[config.mk]
export PLATFORM = sky130hd
export DESIGN_NAME = uint64_to_ascii_padded_flat
export DESIGN_NICKNAME = d
export VERILOG_FILES = /design/src/sv/uia_pkg.sv /design/src/sv/uia_if.sv /design/src/sv/uia_conv.sv /design/src/sv/uia_emit.sv /design/src/sv/uint64_to_ascii_padded.sv /design/src/flat_wrapper.sv
export VERILOG_INCLUDE_DIRS = /design/src /design/src/sv
export SDC_FILE = /design/constraint.sdc
export NUM_CORES = 1
export LEC_CHECK = 0
export ABC_AREA = 1
export BUFFER_PORTS_ARGS = -buffer_cell sky130_fd_sc_hd__buf_2
export CAP_MARGIN = 10
export CORE_MARGIN = 8
export CORE_UTILIZATION = 60
export DETAILED_ROUTE_END_ITERATION = 10
export PLACE_DENSITY = 0.83
export SKIP_LAST_GASP = 1
export SLEW_MARGIN = 20
export SYNTH_ARGS = -nofsm -noshare
export SYNTH_HDL_FRONTEND = slang
export SYNTH_HIERARCHICAL = 1
export SYNTH_SLANG_ARGS = --single-unit
[constraint.sdc]
create_clock -name clk -period 9.2 [get_ports clk]
set_clock_uncertainty 0.1 [all_clocks]
set_input_delay 0 -clock clk [delete_from_list [all_inputs] [get_ports clk]]
set_output_delay 0 -clock clk [all_outputs]
set_load 0.01 [all_outputs]
[src/sv/uint64_to_ascii_padded_macros.svh]
// Assertion macros shared by the uint64_to_ascii_padded RTL.
// Depends on a clock named clk and a reset named rst in the using scope.
`ifndef UINT64_TO_ASCII_PADDED_MACROS_SVH
`define UINT64_TO_ASCII_PADDED_MACROS_SVH

`ifndef SYNTHESIS
// Same-cycle implication, disabled during reset
`define UIA_ASSERT_NOW(label, ante, cons) \
  label: assert property (@(posedge clk) disable iff (rst) (ante) |-> (cons)) \
    else $error("uia assertion failed");
// Next-cycle implication, disabled during reset
`define UIA_ASSERT_NEXT(label, ante, cons) \
  label: assert property (@(posedge clk) disable iff (rst) (ante) |=> (cons)) \
    else $error("uia assertion failed");
`else
`define UIA_ASSERT_NOW(label, ante, cons)
`define UIA_ASSERT_NEXT(label, ante, cons)
`endif

`endif

[src/sv/uia_pkg.sv]
// Package for uint64_to_ascii_padded: widths, codes, handoff struct, char lookup.
// No dependencies.
package uia_pkg;

  localparam int VALUE_W  = 64;
  localparam int DIGITS   = 20;
  localparam int BCD_W    = DIGITS * 4;
  localparam int BIT_W    = $clog2(VALUE_W);
  localparam int NDIG_W   = $clog2(DIGITS + 1);
  localparam int WIDTH_W  = 6;
  localparam int OUT_CAP  = 39;
  localparam int SENT_W   = $clog2(OUT_CAP + 1);
  localparam int HEX_DIGS = VALUE_W / 4;

  // Radix selector codes; the unused code behaves as upper-case hex
  localparam logic [1:0] RADIX_DEC   = 2'd0;
  localparam logic [1:0] RADIX_LOWER = 2'd1;
  localparam logic [1:0] RADIX_UPPER = 2'd2;

  localparam logic [7:0] CH_ZERO  = 8'h30;
  localparam logic [7:0] CH_SPACE = 8'h20;
  localparam logic [7:0] CH_LA    = 8'h61;
  localparam logic [7:0] CH_UA    = 8'h41;

  // Converted number handed from the converter to the emitter
  typedef struct packed {
    logic [BCD_W-1:0]   digits;    // most significant digit at the top nibble
    logic [NDIG_W-1:0]  ndig;      // digit count, 1..DIGITS
    logic [1:0]         radix_mode;
    logic               zero_pad;
    logic [WIDTH_W-1:0] min_width;
  } conv_res_t;

  // One digit value to its ASCII character
  function automatic logic [7:0] digit_char(input logic [3:0] d, input logic lower);
    logic [7:0] base;
    base = lower ? CH_LA : CH_UA;
    if (d < 4'd10) return CH_ZERO + {4'b0, d};
    else return base + {4'b0, d} - 8'd10;
  endfunction

endpackage

[src/sv/uia_if.sv]
// Channel interfaces for uint64_to_ascii_padded: number input and character output.
// Depends on uia_pkg.
interface uia_in_if
  import uia_pkg::*;
();
  logic               valid;
  logic               ready;
  logic [VALUE_W-1:0] value;
  logic [1:0]         radix_mode;
  logic               zero_pad;
  logic [WIDTH_W-1:0] min_width;

  modport source (output valid, value, radix_mode, zero_pad, min_width, input ready);
  modport sink   (input valid, value, radix_mode, zero_pad, min_width, output ready);
endinterface

interface uia_out_if;
  logic       valid;
  logic       ready;
  logic [7:0] out_char;
  logic       last_char;

  modport source (output valid, out_char, last_char, input ready);
  modport sink   (input valid, out_char, last_char, output ready);
endinterface

[src/sv/uia_conv.sv]
// Bit-serial converter: shift-and-add-3 binary to BCD, or nibble load for hex,
// then leading-zero strip one digit per cycle. Depends on uia_pkg, uia_if, macros.
`include "uint64_to_ascii_padded_macros.svh"

module uia_conv
  import uia_pkg::*;
(
  input  logic        clk,
  input  logic        rst,
  uia_in_if.sink      num,
  output logic        res_valid,
  input  logic        res_ready,
  output conv_res_t   res
);

  typedef enum logic [3:0] {
    C_IDLE = 4'b0001,
    C_DAB  = 4'b0010,
    C_NORM = 4'b0100,
    C_DONE = 4'b1000
  } conv_state_t;

  conv_state_t        state, state_next;
  logic [VALUE_W-1:0] bin;
  logic [BCD_W-1:0]   bcd;
  logic [BCD_W-1:0]   bcd_adj;
  logic [BIT_W-1:0]   bitcnt;
  logic [NDIG_W-1:0]  ndig;
  logic [1:0]         rmode;
  logic               zpad;
  logic [WIDTH_W-1:0] width;
  logic               take;
  logic               strip;

  assign num.ready = (state == C_IDLE);
  assign take      = num.valid && num.ready;
  assign strip     = (bcd[BCD_W-1 -: 4] == 4'd0) && (ndig > NDIG_W'(1));

  // Add 3 to every BCD digit of 5 or more ahead of the shift
  always_comb begin
    logic [3:0] dig;
    for (int i = 0; i < DIGITS; i++) begin
      dig = bcd[i*4 +: 4];
      bcd_adj[i*4 +: 4] = (dig >= 4'd5) ? dig + 4'd3 : dig;
    end
  end

  // Next state
  always_comb begin
    state_next = state;
    case (state)
      C_IDLE: if (take) state_next = (num.radix_mode == RADIX_DEC) ? C_DAB : C_NORM;
      C_DAB:  if (bitcnt == BIT_W'(VALUE_W - 1)) state_next = C_NORM;
      C_NORM: if (!strip) state_next = C_DONE;
      C_DONE: if (res_ready) state_next = C_IDLE;
      default: state_next = C_IDLE;
    endcase
  end

  always_ff @(posedge clk) begin
    if (rst) state <= C_IDLE;
    else state <= state_next;
  end

  // Datapath: one input bit per cycle in decimal, one digit strip per cycle after
  always_ff @(posedge clk) begin
    case (state)
      C_IDLE: if (take) begin
        bin    <= num.value;
        bitcnt <= '0;
        ndig   <= NDIG_W'(DIGITS);
        rmode  <= num.radix_mode;
        zpad   <= num.zero_pad;
        width  <= num.min_width;
        if (num.radix_mode == RADIX_DEC) bcd <= '0;
        else bcd <= {{(BCD_W - VALUE_W){1'b0}}, num.value};
      end
      C_DAB: begin
        bcd    <= {bcd_adj[BCD_W-2:0], bin[VALUE_W-1]};
        bin    <= {bin[VALUE_W-2:0], 1'b0};
        bitcnt <= bitcnt + BIT_W'(1);
      end
      C_NORM: if (strip) begin
        bcd  <= {bcd[BCD_W-5:0], 4'd0};
        ndig <= ndig - NDIG_W'(1);
      end
      default: ;
    endcase
  end

  assign res_valid      = (state == C_DONE);
  assign res.digits     = bcd;
  assign res.ndig       = ndig;
  assign res.radix_mode = rmode;
  assign res.zero_pad   = zpad;
  assign res.min_width  = width;

  `UIA_ASSERT_NEXT(a_take_leaves_idle, take, state != C_IDLE)
  `UIA_ASSERT_NOW(a_ndig_nonzero, state == C_NORM || state == C_DONE,
                  ndig != '0 && ndig <= NDIG_W'(DIGITS))
  `UIA_ASSERT_NOW(a_hex_fits, state == C_DONE && rmode != RADIX_DEC,
                  ndig <= NDIG_W'(HEX_DIGS))

endmodule

[src/sv/uia_emit.sv]
// Character emitter: padding then digits, one character per cycle into an
// output register unless chars stalls, cut at OUT_CAP. Depends on uia_pkg, uia_if, macros.
`include "uint64_to_ascii_padded_macros.svh"

module uia_emit
  import uia_pkg::*;
(
  input  logic        clk,
  input  logic        rst,
  input  logic        res_valid,
  output logic        res_ready,
  input  conv_res_t   res,
  uia_out_if.source   chars
);

  typedef enum logic [2:0] {
    E_IDLE = 3'b001,
    E_PAD  = 3'b010,
    E_DIG  = 3'b100
  } emit_state_t;

  emit_state_t        state, state_next;
  logic [BCD_W-1:0]   digits;
  logic [NDIG_W-1:0]  ndig;
  logic [WIDTH_W-1:0] pad;
  logic [WIDTH_W-1:0] pad_init;
  logic [SENT_W-1:0]  sent;
  logic               lower;
  logic [7:0]         padch;
  logic [7:0]         ochar;
  logic               olast;
  logic               ovalid;
  logic               ovalid_next;
  logic               take;
  logic               fire;
  logic               at_cap;
  logic               last_next;

  assign res_ready = (state == E_IDLE);
  assign take      = res_valid && res_ready;
  assign fire      = (state != E_IDLE) && (!ovalid || chars.ready);
  assign at_cap    = (sent == SENT_W'(OUT_CAP - 1));
  assign last_next = at_cap || ((state == E_DIG) && (ndig == NDIG_W'(1)));

  // Padding needed ahead of the digits
  always_comb begin
    if (res.min_width > WIDTH_W'(res.ndig)) pad_init = res.min_width - WIDTH_W'(res.ndig);
    else pad_init = '0;
  end

  // Next state
  always_comb begin
    state_next = state;
    case (state)
      E_IDLE: if (take) state_next = (pad_init != '0) ? E_PAD : E_DIG;
      E_PAD:  if (fire) begin
        if (at_cap) state_next = E_IDLE;
        else if (pad == WIDTH_W'(1)) state_next = E_DIG;
      end
      E_DIG:  if (fire && last_next) state_next = E_IDLE;
      default: state_next = E_IDLE;
    endcase
  end

  assign ovalid_next = fire || (ovalid && !chars.ready);

  always_ff @(posedge clk) begin
    if (rst) begin
      state  <= E_IDLE;
      ovalid <= 1'b0;
    end else begin
      state  <= state_next;
      ovalid <= ovalid_next;
    end
  end

  // Datapath: load a number, then shift one digit out per digit character
  always_ff @(posedge clk) begin
    if (take) begin
      digits <= res.digits;
      ndig   <= res.ndig;
      pad    <= pad_init;
      sent   <= '0;
      lower  <= (res.radix_mode == RADIX_LOWER);
      padch  <= res.zero_pad ? CH_ZERO : CH_SPACE;
    end else if (fire) begin
      sent  <= sent + SENT_W'(1);
      olast <= last_next;
      if (state == E_PAD) begin
        ochar <= padch;
        pad   <= pad - WIDTH_W'(1);
      end else begin
        ochar  <= digit_char(digits[BCD_W-1 -: 4], lower);
        digits <= {digits[BCD_W-5:0], 4'd0};
        ndig   <= ndig - NDIG_W'(1);
      end
    end
  end

  assign chars.valid     = ovalid;
  assign chars.out_char  = ochar;
  assign chars.last_char = olast;

  `UIA_ASSERT_NOW(a_dig_left, state == E_DIG, ndig != '0)
  `UIA_ASSERT_NOW(a_cap_bound, state != E_IDLE, sent < SENT_W'(OUT_CAP))
  `UIA_ASSERT_NEXT(a_last_ends, fire && last_next, state == E_IDLE && olast)

endmodule

[src/sv/uint64_to_ascii_padded.sv]
// Channel   Role  Payload                                   Handshake
// num       in    value[64] radix_mode[2] zero_pad min_width[6]  valid/ready
// chars     out   out_char[8] last_char                     valid/ready
//
// Decimal: shift-and-add-3 (one input bit per cycle), then leading-zero
// strip; hex: strip only (the top four nibbles are always zero); then a
// handoff, and the converter returns to idle to accept the next number.
// Emission: one character per cycle unless chars stalls, 1..39 per
// transaction, overlapped with the next conversion.
// Synchronous active-high reset clears both state machines and the output valid.
// A stalled chars channel holds the output register and pauses emission only.
// Top level: ties the converter to the emitter. Depends on uia_pkg, uia_if,
// uia_conv and uia_emit.
module uint64_to_ascii_padded
  import uia_pkg::*;
(
  input  logic        clk,
  input  logic        rst,
  uia_in_if.sink      num,
  uia_out_if.source   chars
);

  conv_res_t res;
  logic      res_valid;
  logic      res_ready;

  uia_conv u_conv (
    .clk       (clk),
    .rst       (rst),
    .num       (num),
    .res_valid (res_valid),
    .res_ready (res_ready),
    .res       (res)
  );

  uia_emit u_emit (
    .clk       (clk),
    .rst       (rst),
    .res_valid (res_valid),
    .res_ready (res_ready),
    .res       (res),
    .chars     (chars)
  );

endmodule
[src/flat_wrapper.sv]
// flat-port wrapper written by rule: the top's interface ports become plain ports
module uint64_to_ascii_padded_flat import uia_pkg::*;
  (clk, rst, num_valid, num_value, num_radix_mode, num_zero_pad, num_min_width, num_ready, chars_valid, chars_out_char, chars_last_char, chars_ready);
  uia_in_if num_i ();
  uia_out_if chars_i ();
  input  logic clk;
  input  logic rst;
  input wire logic [$bits(num_i.valid)-1:0] num_valid;
  input wire logic [$bits(num_i.value)-1:0] num_value;
  input wire logic [$bits(num_i.radix_mode)-1:0] num_radix_mode;
  input wire logic [$bits(num_i.zero_pad)-1:0] num_zero_pad;
  input wire logic [$bits(num_i.min_width)-1:0] num_min_width;
  output wire logic [$bits(num_i.ready)-1:0] num_ready;
  output wire logic [$bits(chars_i.valid)-1:0] chars_valid;
  output wire logic [$bits(chars_i.out_char)-1:0] chars_out_char;
  output wire logic [$bits(chars_i.last_char)-1:0] chars_last_char;
  input wire logic [$bits(chars_i.ready)-1:0] chars_ready;
  assign num_i.valid = num_valid;
  assign num_i.value = num_value;
  assign num_i.radix_mode = num_radix_mode;
  assign num_i.zero_pad = num_zero_pad;
  assign num_i.min_width = num_min_width;
  assign num_ready = num_i.ready;
  assign chars_valid = chars_i.valid;
  assign chars_out_char = chars_i.out_char;
  assign chars_last_char = chars_i.last_char;
  assign chars_i.ready = chars_ready;
  uint64_to_ascii_padded u_core (.clk(clk), .rst(rst), .num(num_i), .chars(chars_i));
endmodule
Word-level counts from Yosys, hierarchy flattened
Index checks and enable logic that the tools add are counted.
{"block": "totals", "reg_bits": 287, "in_bits": 77, "out_inout_bits": 11}
{"block": "op_classes", "add_sub_neg": 29, "n_lt_le_gt_ge": 23, "eq_ne": 23, "muxes": 58, "bitwise_logic": 1, "n_reduce_logical": 29}
{"op": "$mux 80", "n": 5}
{"op": "$pmux 80 s3", "n": 1}
{"op": "$mux 64", "n": 2}
{"op": "$pmux 64 s2", "n": 1}
{"op": "$mux 4", "n": 23}
{"op": "$ge 4x3->1 const B", "n": 20}
{"op": "$add 4x2->4 const B", "n": 19}
{"op": "$mux 6", "n": 6}
{"op": "$mux 5", "n": 6}
{"op": "$mux 3", "n": 8}
{"op": "$mux 8", "n": 2}
{"op": "$pmux 4 s4", "n": 1}
{"op": "$add 6x1->6 const B", "n": 2}
{"op": "$eq 6x6->1 const B", "n": 2}
{"op": "$pmux 6 s2", "n": 1}
{"op": "$ne 2x2->1 const B", "n": 5}
{"op": "$pmux 5 s2", "n": 1}
{"op": "$reduce_and 2->1", "n": 5}
{"op": "$sub 5x1->5 const B", "n": 2}
{"op": "$pmux 3 s3", "n": 1}
{"op": "$add 7x4->8", "n": 1}
{"op": "$ne 2x1->1 const B", "n": 4}
{"op": "$reduce_and 4->1", "n": 2}
{"op": "$reduce_bool 2->1", "n": 4}
{"op": "other kinds (29)", "n": 39}

Depth between registers and ports, before layout
{"block": "depth", "word_depth": 6, "depth_mapped": 14}

By module
Netlist, hierarchy kept.
{"module": "uia_conv", "instances": 1, "cells_each": 1028, "area_each_um2": 9389.0}
{"module": "uia_emit", "instances": 1, "cells_each": 563, "area_each_um2": 5263.8}

Least setup slack after synthesis
No wires, ideal clock.
{"block": "synth_path", "kind": "register to register", "from": "reg u_core.u_conv.state[0]", "to": "reg u_core.u_conv.bin[0] (enable)", "setup_ns": 0.595, "arrival_time_ns": 5.593, "path_slack_ns": 2.912, "path_stages_with_launch": 5, "path_buffers": 0, "period_less_slack_ns": 6.288, "cell_sequence": "dfxtp_1 > inv_1 > nor2_1 > nand2_1 > o21ai_0"}
{"block": "synth_between", "elab_chain_cells": 4, "word_cells_on_any_way": 6}
{"item": "start: declaration", "line": "uia_conv.sv:23", "rtl": "conv_state_t state, state_next;"}
{"item": "start signal: assignment", "line": "uia_conv.sv:62", "rtl": "else state <= state_next;"}
{"item": "$eq 4x1->1", "line": "uia_conv.sv:35, uia_conv.sv:67"}
{"item": "$logic_and 1x1->1", "line": "uia_conv.sv:36", "rtl": "assign take = num.valid && num.ready;"}
{"item": "$ne 2x1->1 (no source line)"}
{"item": "$reduce_and 2->1 (no source line) (*)"}
{"item": "end signal: assignment", "line": "uia_conv.sv:69", "rtl": "bin <= num.value;"}
{"item": "end signal: assignment", "line": "uia_conv.sv:80", "rtl": "bin <= {bin[VALUE_W-2:0], 1'b0};"}
{"item": "end: declaration", "line": "uia_conv.sv:24", "rtl": "logic [VALUE_W-1:0] bin;"}
Mark *: on every way between the ends. The rest lies on a longest branch, timed or not.
A chain may end at the register's enable or synchronous reset.

Final worst setup path
{"block": "layout_path", "from": "reg u_core.u_conv.state[1]", "to": "reg u_core.u_conv.bcd[59] (data pin)"}
{"block": "layout_between", "elab_chain_cells": 2, "word_cells_on_any_way": 4}
{"item": "$eq 4x3->1, or another cell as far along", "line": "uia_conv.sv:67", "rtl": "case (state)"}
{"item": "$pmux 80 s3 (*)", "line": "uia_conv.sv:67"}
{"item": "end signal: assignment", "line": "uia_conv.sv:76", "rtl": "else bcd <= {{(BCD_W - VALUE_W){1'b0}}, num.value};"}
{"item": "end signal: assignment", "line": "uia_conv.sv:79", "rtl": "bcd <= {bcd_adj[BCD_W-2:0], bin[VALUE_W-1]};"}
{"item": "end signal: assignment", "line": "uia_conv.sv:84", "rtl": "bcd <= {bcd[BCD_W-5:0], 4'd0};"}
{"item": "end: declaration", "line": "uia_conv.sv:25", "rtl": "logic [BCD_W-1:0] bcd;"}
Marks and branches as above.

==> summary.txt <==
STA
  • Fin. max-slew vios: 0
  • Period utilization: 36.1%
  • Max frequency: 0.301 GHz
  • Actual slew at the worst max-slew pin: 1.08 ns
  • Endpoints failing hold: 0
  • Slew headroom: 28.2%
  • Endpoints failing setup: 0
  • Period minus WS final: 3.32 ns
  • TNS Setup: 0 ns
  • RSZ-0062 raised after global routing: false

Route
  • Vias per cell: 5.60
  • First-pass iteration count of the detailed router: 7
  • Residual DRC: 0
  • Post-DRT Antenna Nets: 0
  • Drt wl/cell: 16.3 µm
  • Final WL: 33900 µm
  • Detailed-route via count: 11664
  • DRT iter0 DRCs: 1160

Cells and area
  • Fillers: 1651
  • Fin area: 17100 µm²
  • Layout net count: 1867
  • Synthesis-to-layout area growth: 16.4%
  • Share of cells above drive strength 1: 10.5%
  • Post-Layout Cell Count: 2081

Power and ir drop
  • LEAKAGE: 7.25 nW
  • Sw frac: 36.6%
  • Sw Pwr: 1.82 mW
  • PwrDens: 291 nW/µm²
  • Reg power frac: 46.0%
  • Comb pwr share: 29.0%
  • Pint: 3.14 mW
  • Max IR drop VDD: 284 µV
  • Clock share of power: 25.0%

Critical path
  • Slowest stage cell on the critical path: inv_4
  • Req. time, crit path: 9.36 ns
  • R2R Path End: u_core/u_conv/bcd[59]
  • Worst path cell trace: nor2_2, nand3_2, inv_4, nor2_8, inv_2, o211ai_1
  • CP endpoint: u_core/u_conv/bcd[59]
  • Crit path launch: u_core/u_conv/state[1]
  • Element type at the critical path end: register
  • Nature of the critical path startpoint: register
  • Worst Path Max Fanout: 62
  • Crit Reg-Reg Startpoint: u_core/u_conv/state[1]
  • R2R cell count: 6
  • FF-to-FF setup slack: 5.88 ns
  • Crit-path max cell delay: 0.77 ns
  • Crit path DAT: 3.48 ns
  • Setup CP Type: reg -> reg

Clock network
  • Max Buffers Root-to-Sink: 3
  • CTS buffer count: 30
  • Clock latency on the worst-skew pair: 0.55 ns
  • TritonCTS clock tree: built
  • Post-CTS Setup Inserts: 0
  • Root Driver: clkbuf_16
  • CTS clk-pin slew, worst paths: 0.06 ns
  • Number of H-tree levels: 1
  • Clock Sinks: 279
  • CTS resizes: 0
  • Hold_buf cts: 77

Synth
  • Top cell type's share of synthesized area: 54.3%
  • Top-count cell post-synth: nand2_1
  • #FFs+latches synth: 279
  • Post-synth EDFFs: 265
  • Top post-synthesis cells by count: nand2_1 (564), edfxtp_1 (265), inv_1 (141)
  • Avg Cell Area, Syn: 9.21 µm²
  • Syn_nets: 1725
  • Ys async rst share: 0%
  • Mapped cell area: 14700 µm²
  • Netlist cell types: 42
  • Post-Synthesis Cells: 1591
  • Sequential-to-total area share from yosys stat: 56.2%
  • Cell accounting for the most synthesized area: edfxtp_1
  • Top FF cell, synth: edfxtp_1
  • YS warnings: 6
  • Synth area leaders: edfxtp_1 (54%), nand2_1 (14%), ha_1 (4.8%)

Placement
  • Area after DPL: 15200 µm²
  • Final HPWL DP: 20100 µm
  • Gpl congestion: 0.820
  • Placed Cells: 1947
  • Port Buf Inserts: 86

Die
  • CORE AREA: 24200 µm²
  • Placement Rows: 57
  • Initial Util: 60.6%
  • Die Footprint: 29700 µm²
  • Die Wd: 172 µm
  • Die H: 172 µm
  • Io pins: 88

Job
  • Maxcap violations: 0

GRT
  • First-pass GRT wire length: 55400 µm
  • Vias in the first global route: 11488
  • Largest net degree at the start of global routing: 101
  • Initial antenna violation count: 1
  • Gr usage total: 22.9%
  • GR Overflow Total: 0

Min path
  • Hold Path Class: in -> reg
  • Hold Path Origin: num_min_width[5]

Run status
  • Status: finished clean
placed cells by master, fill, tap and decap left out, types with 6 or more instances in the layout:
| master | Yosys | final |
|---|---|---|
| o211ai_2 | 6 | 6 |
| ha_1 | 56 | 56 |
| nand3_1 | 108 | 108 |
| o21ai_0 | 100 | 99 |
| or2_2 | 20 | 20 |
| o211ai_1 | 30 | 30 |
| buf_2 | 32 | 86 |
| clkbuf_16 | 0 | 31 |
| dlygate4sd3_1 | 0 | 77 |
| dfxtp_1 | 14 | 14 |
| nand2_1 | 564 | 564 |
| xor2_1 | 13 | 13 |
| clkinv_1 | 0 | 10 |
| inv_1 | 141 | 141 |
| inv_2 | 6 | 6 |
| buf_4 | 7 | 6 |
| edfxtp_1 | 265 | 265 |
| nor2_1 | 47 | 46 |
| nor3_1 | 6 | 6 |
| o21ai_1 | 24 | 24 |
| a21oi_1 | 88 | 87 |
stage by stage:
stage          hold WS, ns  utilization [%]  setup WS (ns)  power [mW]
6_report            0.0640             70.5           5.88        4.96
5_1_grt             0.0727             70.5           5.75        5.24
4_1_cts             0.0395             70.4           5.96        4.92
2_1_floorplan      -0.0309                -           2.91        3.26
3_3_place_gp        0.0771             63.0           6.06        3.55
3_5_place_dp        0.0781             63.0           5.94        3.64
sequential cells by signal, summed over array words and instances, names as in the netlist, 3 cells and up:
register,cells
u_core/u_emit/chars.out_char,7
u_core/u_emit/sent,6
u_core/u_emit/digits,80
u_core/u_emit/ndig,5
u_core/u_conv/bcd,80
u_core/u_conv/state,4
u_core/u_emit/state,3
u_core/u_conv/ndig,5
u_core/u_emit/pad,6
u_core/u_conv/bin,64
u_core/u_conv/width,6
u_core/u_conv/bitcnt,6
worst min-delay path by stage:
stage,cells past startpoint,end
6_report,2,u_core/u_conv/width[5]
5_1_grt,2,u_core/u_conv/width[5]
4_1_cts,2,u_core/u_conv/width[5]
3_5_place_dp,1,u_core/u_conv/zpad
3_3_place_gp,1,u_core/u_conv/width[2]
2_1_floorplan,1,u_core/u_conv/state[3]
power groups by stage:
stage	registers [mW]	logic [mW]	clock network, mW
finish	2.28	1.44	1.24
global route	2.34	1.61	1.30
CTS	2.28	1.38	1.25
detailed placement	2.30	1.34	0
global placement	2.29	1.26	0
floorplan	2.25	1.01	0
cell families (layout without fill, tap and decap cells):
kind of cell | after synthesis | after routing | share of synthesized area [%]
and+or+nand+nor | 767 | 767 | 21.7
other | 1 | 2 | 0.0256
xor gates and xnor gates | 18 | 18 | 1.08
buffers and inverters | 209 | 374 | 6.13
DFF | 279 | 279 | 56.2
adders and majority gates | 57 | 57 | 4.92
AOI/OAI and AO/OA | 260 | 260 | 9.97
final cells by class:
type                            instances  area [µm²]  share of cell area (%)
Inverter                              148         558                    3.27
Tap cell                              324         405                    2.38
Multi-Input combinational cell       1103        5550                    32.5
Sequential cell                       279        8240                    48.3
Antenna cell                            1        2.50                  0.0147
Clock buffer                           34         787                    4.61
Clock inverter                         21         229                    1.34
Timing Repair Buffer                  171        1280                    7.53
critical path, delay by kind of cell (launching register included):
family / cells / cell delay (ns)
buffers and inverters: 2 / 1.38
AO/OA/AOI/OAI: 1 / 0.19
AND/OR/NAND/NOR: 3 / 0.94
flip-flops: 1 / 0.36
per-layer routing:
layer / GRT usage, % / part of all wire (%) / vias to the layer above / wire (µm)
met5: 0 / 0 / - / 0
met4: 7.68 / 2.4 / 0 / 821
met3: 3.29 / 6.9 / 75 / 2350
met2: 39.9 / 49 / 466 / 16600
met1: 29.1 / 42 / 5472 / 14100
li1: - / - / 5651 / -
No activity file was read; power rests on OpenSTA's default activity.
